===== src/rtl/tsa_pkg.sv =====
// ----------------------------------------------------------------------------
// tsa_pkg
// Shared types, constants and region masks for the two-region slot allocator.
// ----------------------------------------------------------------------------
`default_nettype none

package tsa_pkg;

  localparam int GLOBAL_SLOTS = 64;
  localparam int TOTAL_SLOTS  = 128;

  localparam int SLOT_W    = 7;
  localparam int ID_LIMIT  = 1 << SLOT_W;
  localparam int ADDR_SLOTS = (TOTAL_SLOTS < ID_LIMIT) ? TOTAL_SLOTS : ID_LIMIT;
  localparam int GLOBAL_END = (GLOBAL_SLOTS < ADDR_SLOTS) ? GLOBAL_SLOTS : ADDR_SLOTS;

  localparam int BIT_W     = 4;
  localparam int WORD_W    = 1 << BIT_W;
  localparam int NUM_WORDS = (ADDR_SLOTS + WORD_W - 1) / WORD_W;
  localparam int WADDR_W   = (NUM_WORDS > 1) ? $clog2(NUM_WORDS) : 1;

  typedef enum logic [2:0] {
    REQ_ALLOC_GLOBAL = 3'd0,
    REQ_ALLOC_AT     = 3'd1,
    REQ_ALLOC_LOCAL  = 3'd2,
    REQ_FREE_GLOBAL  = 3'd3,
    REQ_FREE_LOCAL   = 3'd4,
    REQ_EXISTS       = 3'd5,
    REQ_GET_GLOBAL   = 3'd6,
    REQ_GET_LOCAL    = 3'd7
  } req_type_t;

  typedef enum logic [1:0] {
    ST_OK       = 2'd0,
    ST_FULL     = 2'd1,
    ST_RANGE    = 2'd2,
    ST_OCCUPIED = 2'd3
  } status_t;

  typedef struct packed {
    req_type_t         req_type;
    logic [SLOT_W-1:0] slot_id;
  } tsa_req_t;

  typedef struct packed {
    logic [SLOT_W-1:0] result_slot;
    status_t           status;
    logic              slot_in_use;
  } tsa_rsp_t;

  // First word with a free slot in each region, plus word-written flags
  typedef struct packed {
    logic                 g_found;
    logic [WADDR_W-1:0]   g_word;
    logic                 l_found;
    logic [WADDR_W-1:0]   l_word;
    logic [NUM_WORDS-1:0] word_valid;
  } tsa_pick_t;

  typedef struct packed {
    logic               en;
    logic [WADDR_W-1:0] word;
    logic [WORD_W-1:0]  data;
  } tsa_update_t;

  // Bits of word w that belong to the global region
  function automatic logic [WORD_W-1:0] global_mask(input int w);
    logic [WORD_W-1:0] m;
    m = '0;
    for (int b = 0; b < WORD_W; b++) begin
      m[b] = ((w * WORD_W + b) < GLOBAL_END);
    end
    return m;
  endfunction

  // Bits of word w that belong to the local region
  function automatic logic [WORD_W-1:0] local_mask(input int w);
    logic [WORD_W-1:0] m;
    m = '0;
    for (int b = 0; b < WORD_W; b++) begin
      m[b] = ((w * WORD_W + b) >= GLOBAL_END) && ((w * WORD_W + b) < ADDR_SLOTS);
    end
    return m;
  endfunction

endpackage

`default_nettype wire


===== src/rtl/tsa_ram.sv =====
// ----------------------------------------------------------------------------
// tsa_ram
// Generic single-write, single-read RAM with registered read data.
// ----------------------------------------------------------------------------
`default_nettype none

module tsa_ram #(
  parameter int WIDTH = 16,
  parameter int DEPTH = 8,
  parameter int AW    = (DEPTH > 1) ? $clog2(DEPTH) : 1
) (
  input  wire logic             clk,
  input  wire logic             we,
  input  wire logic [AW-1:0]    waddr,
  input  wire logic [WIDTH-1:0] wdata,
  input  wire logic [AW-1:0]    raddr,
  output logic      [WIDTH-1:0] rdata
);

  logic [WIDTH-1:0] mem [DEPTH];

  always_ff @(posedge clk) begin
    if (we) begin
      mem[waddr] <= wdata;
    end
    rdata <= mem[raddr];
  end

endmodule

`default_nettype wire


===== src/rtl/tsa_summary.sv =====
// ----------------------------------------------------------------------------
// tsa_summary
// Per-word free summaries for both regions and written flags for the bitmap
// words; picks the first word holding a free slot in each region.
// ----------------------------------------------------------------------------
`default_nettype none

module tsa_summary (
  input  wire logic                 clk,
  input  wire logic                 rst,
  input  wire tsa_pkg::tsa_update_t upd,
  output tsa_pkg::tsa_pick_t        pick
);

  import tsa_pkg::*;

  logic [NUM_WORDS-1:0] gfree;
  logic [NUM_WORDS-1:0] lfree;
  logic [NUM_WORDS-1:0] wvalid;

  always_ff @(posedge clk) begin
    if (rst) begin
      for (int w = 0; w < NUM_WORDS; w++) begin
        gfree[w] <= |global_mask(w);
        lfree[w] <= |local_mask(w);
      end
      wvalid <= '0;
    end else if (upd.en) begin
      for (int w = 0; w < NUM_WORDS; w++) begin
        if (upd.word == WADDR_W'(w)) begin
          gfree[w]  <= |(~upd.data & global_mask(w));
          lfree[w]  <= |(~upd.data & local_mask(w));
          wvalid[w] <= 1'b1;
        end
      end
    end
  end

  // Lowest word wins: scan from the top down
  always_comb begin
    pick = '0;
    for (int w = NUM_WORDS - 1; w >= 0; w--) begin
      if (gfree[w]) begin
        pick.g_found = 1'b1;
        pick.g_word  = WADDR_W'(w);
      end
      if (lfree[w]) begin
        pick.l_found = 1'b1;
        pick.l_word  = WADDR_W'(w);
      end
    end
    pick.word_valid = wvalid;
  end

endmodule

`default_nettype wire


===== src/rtl/two_region_slot_allocator_unit.sv =====
// ----------------------------------------------------------------------------
// two_region_slot_allocator_unit
// Used-slot bitmap over a global and a local region with first-free
// allocation, named allocation, free and lookup requests.
// ----------------------------------------------------------------------------
// Each request runs through the execute state: busy is high in it, after start
// is taken, while the bitmap word read out of the RAM is checked and written
// back; done pulses with the result in the following cycle, which is also the
// first cycle a new request can be started. The bitmap RAM has registered read
// data, so the word is read when start is taken and written back in the execute
// state. Per-word free flags for each region pick the word to search, so
// first-free allocation reads only the chosen word. The result comes with a done
// pulse that is high for exactly one cycle and is not repeated; the receiver
// must take it when done is high. Reset frees every slot at once with no clearing pass.
`default_nettype none

module two_region_slot_allocator_unit (
  input  wire logic              clk,
  input  wire logic              rst,
  input  wire logic              start,
  output logic                   busy,
  input  wire tsa_pkg::tsa_req_t req,
  output logic                   done,
  output tsa_pkg::tsa_rsp_t      rsp
);

  import tsa_pkg::*;

  typedef enum logic {
    S_IDLE,
    S_EXEC
  } state_t;

  state_t             state;
  tsa_req_t           req_q;
  logic [WADDR_W-1:0] word_q;
  logic               found_q;

  tsa_pick_t          pick;
  tsa_update_t        upd;
  logic               accept;
  logic [WADDR_W-1:0] rd_word;
  logic [SLOT_W-1:0]  id_word;
  logic [WORD_W-1:0]  ram_rdata;

  logic [WORD_W-1:0]  cur_word;
  logic [WORD_W-1:0]  new_word;
  logic [WORD_W-1:0]  search_word;
  logic [BIT_W-1:0]   free_bit;
  logic [BIT_W-1:0]   id_bit;
  logic               cur_bit;
  logic               word_ok;
  logic               is_global;
  logic               is_local;
  logic               in_store;
  tsa_rsp_t           rsp_next;

  assign busy   = (state == S_EXEC);
  assign accept = start && !busy;

  // Read address: summary pick for first-free requests, else the named word
  assign id_word = req.slot_id >> BIT_W;
  always_comb begin
    case (req.req_type)
      REQ_ALLOC_GLOBAL: rd_word = pick.g_word;
      REQ_ALLOC_LOCAL:  rd_word = pick.l_word;
      default:          rd_word = id_word[WADDR_W-1:0];
    endcase
  end

  tsa_ram #(
    .WIDTH (WORD_W),
    .DEPTH (NUM_WORDS)
  ) u_bitmap (
    .clk   (clk),
    .we    (upd.en),
    .waddr (upd.word),
    .wdata (upd.data),
    .raddr (rd_word),
    .rdata (ram_rdata)
  );

  tsa_summary u_summary (
    .clk  (clk),
    .rst  (rst),
    .upd  (upd),
    .pick (pick)
  );

  // Region checks on the held request
  assign is_global = {1'b0, req_q.slot_id} < (SLOT_W + 1)'(GLOBAL_END);
  assign in_store  = {1'b0, req_q.slot_id} < (SLOT_W + 1)'(ADDR_SLOTS);
  assign is_local  = !is_global && in_store;
  assign id_bit    = req_q.slot_id[BIT_W-1:0];

  // A word never written reads as all free
  always_comb begin
    word_ok = 1'b0;
    for (int w = 0; w < NUM_WORDS; w++) begin
      if (word_q == WADDR_W'(w)) begin
        word_ok = pick.word_valid[w];
      end
    end
  end

  assign cur_word = word_ok ? ram_rdata : '0;
  assign cur_bit  = cur_word[id_bit];

  // Restrict the search to the region the request allocates from
  always_comb begin
    if (req_q.req_type == REQ_ALLOC_LOCAL) begin
      search_word = ~cur_word & local_mask(int'(word_q));
    end else begin
      search_word = ~cur_word & global_mask(int'(word_q));
    end
  end

  always_comb begin
    free_bit = '0;
    for (int b = WORD_W - 1; b >= 0; b--) begin
      if (search_word[b]) begin
        free_bit = BIT_W'(b);
      end
    end
  end

  always_comb begin
    new_word             = cur_word;
    upd.en               = 1'b0;
    rsp_next.result_slot = req_q.slot_id;
    rsp_next.status      = ST_OK;
    rsp_next.slot_in_use = 1'b0;
    case (req_q.req_type)
      REQ_ALLOC_GLOBAL, REQ_ALLOC_LOCAL: begin
        if (found_q) begin
          new_word[free_bit]   = 1'b1;
          upd.en               = 1'b1;
          rsp_next.result_slot = SLOT_W'({word_q, free_bit});
          rsp_next.slot_in_use = 1'b1;
        end else begin
          rsp_next.result_slot = '0;
          rsp_next.status      = ST_FULL;
        end
      end
      REQ_ALLOC_AT: begin
        if (!is_global) begin
          rsp_next.status = ST_RANGE;
        end else if (cur_bit) begin
          rsp_next.status      = ST_OCCUPIED;
          rsp_next.slot_in_use = 1'b1;
        end else begin
          new_word[id_bit]     = 1'b1;
          upd.en               = 1'b1;
          rsp_next.slot_in_use = 1'b1;
        end
      end
      REQ_FREE_GLOBAL: begin
        if (is_global) begin
          new_word[id_bit] = 1'b0;
          upd.en           = 1'b1;
        end else begin
          rsp_next.status = ST_RANGE;
        end
      end
      REQ_FREE_LOCAL: begin
        if (is_local) begin
          new_word[id_bit] = 1'b0;
          upd.en           = 1'b1;
        end else begin
          rsp_next.status = ST_RANGE;
        end
      end
      REQ_EXISTS: begin
        if (in_store) begin
          rsp_next.slot_in_use = cur_bit;
        end else begin
          rsp_next.status = ST_RANGE;
        end
      end
      REQ_GET_GLOBAL: begin
        if (is_global) begin
          rsp_next.slot_in_use = cur_bit;
        end else begin
          rsp_next.status = ST_RANGE;
        end
      end
      default: begin
        if (is_local) begin
          rsp_next.slot_in_use = cur_bit;
        end else begin
          rsp_next.status = ST_RANGE;
        end
      end
    endcase
    // Write back only in the execute cycle
    if (state != S_EXEC) begin
      upd.en = 1'b0;
    end
    upd.word = word_q;
    upd.data = new_word;
  end

  always_ff @(posedge clk) begin
    if (rst) begin
      state <= S_IDLE;
      done  <= 1'b0;
    end else begin
      done <= 1'b0;
      case (state)
        S_IDLE: begin
          if (accept) begin
            state <= S_EXEC;
          end
        end
        S_EXEC: begin
          state <= S_IDLE;
          done  <= 1'b1;
        end
        default: begin
          state <= S_IDLE;
        end
      endcase
    end
    // Hold the request and its chosen word while it executes
    if (accept) begin
      req_q  <= req;
      word_q <= rd_word;
      case (req.req_type)
        REQ_ALLOC_GLOBAL: found_q <= pick.g_found;
        REQ_ALLOC_LOCAL:  found_q <= pick.l_found;
        default:          found_q <= 1'b0;
      endcase
    end
    if (state == S_EXEC) begin
      rsp <= rsp_next;
    end
  end

endmodule

`default_nettype wire

===== config.mk =====
export PLATFORM = sky130hd
export DESIGN_NAME = two_region_slot_allocator_unit
export DESIGN_NICKNAME = d
export VERILOG_FILES = /design/src/rtl/tsa_pkg.sv /design/src/rtl/tsa_ram.sv /design/src/rtl/tsa_summary.sv /design/src/rtl/two_region_slot_allocator_unit.sv
export SDC_FILE = /design/constraint.sdc
export NUM_CORES = 1
export LEC_CHECK = 0
export ABC_AREA = 1
export BUFFER_PORTS_ARGS = -buffer_cell sky130_fd_sc_hd__buf_2
export CORE_ASPECT_RATIO = 0.6
export CORE_UTILIZATION = 56
export CTS_BUF_LIST = sky130_fd_sc_hd__clkbuf_2 sky130_fd_sc_hd__clkbuf_4 sky130_fd_sc_hd__clkbuf_8
export DETAILED_ROUTE_END_ITERATION = 12
export PLACE_DENSITY_LB_ADDON = 0.3
export SLEW_MARGIN = 10
export SYNTH_ARGS = -nofsm -noshare
export SYNTH_HDL_FRONTEND = slang
export SYNTH_SLANG_ARGS = --single-unit

===== constraint.sdc =====
create_clock -name clk -period 4.3 [get_ports clk]
set_clock_uncertainty 0.15 [all_clocks]
set_input_delay 0.43 -clock clk [delete_from_list [all_inputs] [get_ports clk]]
set_output_delay 0.43 -clock clk [all_outputs]
set_load 0.01 [all_outputs]

==> reports/summary.txt <==
Hold path start: start
Average cell area after synthesis: 9.433 µm²
Area grow syn2layout: 11.97%
Dpl cell area: 9141 µm²
CP Capture Type: flip-flop
R2R Setup Slk: 0.34 ns
Fin nets: 978
# DRC: 0
Row count: 34
Finished Cell Area: 9622 µm²
WL per Instance: 18.71 µm
Pwr Total: 3.823 mW
Pre-CTS WS: 0.1729 ns
Final setup margin: 0.3424 ns
Initial drt markers: 736
Hold WC Path Type: in -> reg
Worst Max-Slew Pin Slew: 0.7051 ns
Initial core utilization: 58.38%
Final setup viols: 0
Critical path peak fanout: 10
Period utilisation layout: 92.04%
Largest net degree at the start of global routing: 66
R2R Path Start: word_q[2]$_DFFE_PP_
Total GRT Usage: 29.06%
FFs w/ async S/R, synth: 0%
Final RePlAce weighted congestion: 1.052
Grt ovf: 0
# placed instances: 1,134
Final TNS setup: 0 ns
CP arrival: 4.16 ns
Finished Layout Cells: 1,176
Longest Clk Path Bufs: 2
Worst VDD drop: 229.3 µV
Die X: 161.9 µm
Slew Viols, Final: 0
Share of layout cells above drive strength 1: 14.11%
H-tree lvl count: 4
IO buf count: 24
Slew HR: 52.99%
Syn Inst Count: 911
Status: completed
Cell Area, Synth: 8593 µm²
LEAKAGE: 3.818 nW
Ports: 25
Synth Flop Type: edfxtp_1
CP startpoint kind: flip-flop
Synth Register Bits: 186
Vias per std cell: 5.704
Final hold vios: 0
Crit. Startpoint: word_q[2]$_DFFE_PP_
CP Data Required Time: 4.51 ns
Full die area: 15,860 µm²
N_diodes: 0
Core Region: 14,720 µm²
DIE HEIGHT: 97.96 µm
Final ANT Viol Nets: 0
DPL Wire Length: 14,510 µm
Worst-path clk slew: 0.11 ns
Drt total wl: 22,000 µm
CTS Root Cell: clkbuf_8
CTS tree: built
Clock sinks: 186
Tmin final: 3.958 ns
Seq/Total Area, Yosys: 61.04%
Fillcell total: 1,210
First-pass GRT wire length: 34,200 µm
Max Cap Violations: 0
FMAX: 0.2527 GHz
RSZ-0062 raised after global routing: no
Total CTS buffers: 17
Mapped Nets: 924
Number of synthesized flops with an enable pin: 152
Initial DRT Pass Iterations: 6
DR vias: 6,708
Initial antenna violation count: 0
Vias in the first global route: 6,157
Worst-skew pair later-pin latency: 0.47 ns
Cell area power density: 397.3 nW/µm²
CP Class: reg -> reg
Warnings from Yosys: 0
Number of distinct library cells after synthesis: 41
## what timing repair did
| action | 4_1_cts | 5_1_grt |
|---|---|---|
| hold endpoints to repair | 9 | 0 |
| hold buffers | 9 | 0 |
| setup endpoints to repair | 0 | 32 |
| buffers inserted | 0 | 1 |
| resized for setup | 0 | 3 |
## stage by stage
step                      utilization, %  hold WS, ns
after global placement             62.10       0.3011
final                              65.37      0.05314
after floorplan                        -       0.2804
after global routing               65.37      0.03295
after detailed placement           62.10       0.3030
after CTS                          65.27      0.03162
## layer usage
metal	up-vias	track usage, %	wire, µm
li1	3221	-	-
met1	3119	44.71	10120
met2	332	39.65	9129
met3	36	8.581	2373
met4	0	7.910	376
met5	-	0	0
## kinds of logic (layout without fill, tap and decap cells)
group                  after synthesis  count (layout)  synth area share (%)
AO/OA/AOI/OAI                      200             200                 13.56
buffers and inverters              146             213                 6.537
flip-flops                         186             186                 61.04
AND/OR/NAND/NOR                    379             379                 18.87
## worst paths after layout
path	end	cells after the start
min	busy$_SDFF_PP0_	3
max reg2reg	u_summary.gfree[3]$_SDFFE_PP1P_	24
min reg2reg	u_summary.wvalid[4]$_SDFFE_PP0P_	2
max	u_summary.gfree[3]$_SDFFE_PP1P_	24
## power breakdown
group | switching (mW) | total, mW | internal, mW | leakage, nW
clock network | 0.696 | 1.14 | 0.442 | 0.197
logic | 0.434 | 0.625 | 0.191 | 1.94
registers | 0.0270 | 2.06 | 2.03 | 1.68
## state kept, by name (all words and copies together), names as in the netlist, 4 cells and up
register          count
id_bit                4
req_q                 6
rsp                  10
u_bitmap.mem        128
u_bitmap.rdata       16
u_summary.gfree       4
u_summary.lfree       4
u_summary.wvalid      8
## critical path: stages, from the launching register on
cell,delay (ns)
edfxtp_1,0.50
inv_2,0.18
nand3_1,0.13
nor2_1,0.11
nor2_1,0.05
nand2_1,0.07
nand2_2,0.09
nand2_4,0.17
clkinv_2,0.13
nand2_1,0.13
inv_1,0.09
o22ai_1,0.21
o21ai_1,0.11
nand4_1,0.15
nand2_2,0.17
inv_2,0.23
nand3_1,0.10
nand3_1,0.08
inv_1,0.06
a21oi_1,0.28
nand3_1,0.14
nor2_2,0.20
nand2_2,0.16
nand2_1,0.09
nand2_1,0.05
## layout by cell type, fill, tap and decap left out, drive strengths merged, types with 13 or more instances in the layout
cell type	netlist	layout
o21ai	99	99
nand2	163	163
edfxtp	152	152
a31oi	16	16
nor3	13	13
o21a	16	16
o22ai	29	29
nor2	148	148
inv	110	119
nand4	15	15
clkbuf	29	18
nand3	33	33
a21oi	23	23
buf	3	58
dfxtp	34	34
## cells in the mapped netlist (2+ instances only)
library cell | instances | area, µm²
o21bai_1 | 2 | 15.01
nor2_4 | 3 | 33.78
inv_1 | 97 | 364.1
a31oi_1 | 16 | 100.1
and3_1 | 3 | 18.77
o21a_1 | 16 | 120.1
o311ai_0 | 3 | 26.28
dfxtp_1 | 34 | 680.7
clkbuf_1 | 29 | 108.9
a21boi_1 | 3 | 22.52
nor2_1 | 134 | 503.0
nand4_1 | 15 | 93.84
or2_2 | 2 | 12.51
o22ai_1 | 29 | 181.4
o211ai_1 | 3 | 22.52
a21oi_1 | 22 | 110.1
nor2_2 | 11 | 68.82
clkinv_1 | 3 | 11.26
nor3_1 | 10 | 50.05
nand3_1 | 33 | 165.2
nor3_2 | 3 | 30.03
inv_2 | 13 | 48.80
o21ai_0 | 97 | 485.5
edfxtp_1 | 152 | 4564
nand2_1 | 155 | 581.8
nand2_2 | 8 | 50.05
## layout make-up
cell class,instances,area [µm²],area share (%)
clock inverter,14,127.6,1.326
inverter,114,429.2,4.460
timing repair buffer,67,515.5,5.358
multi-input combinational,579,2809,29.19
clock buffer,18,247.7,2.575
sequential,186,5245,54.51
tap,198,247.7,2.575
Power figures use the tool's default switching activity.
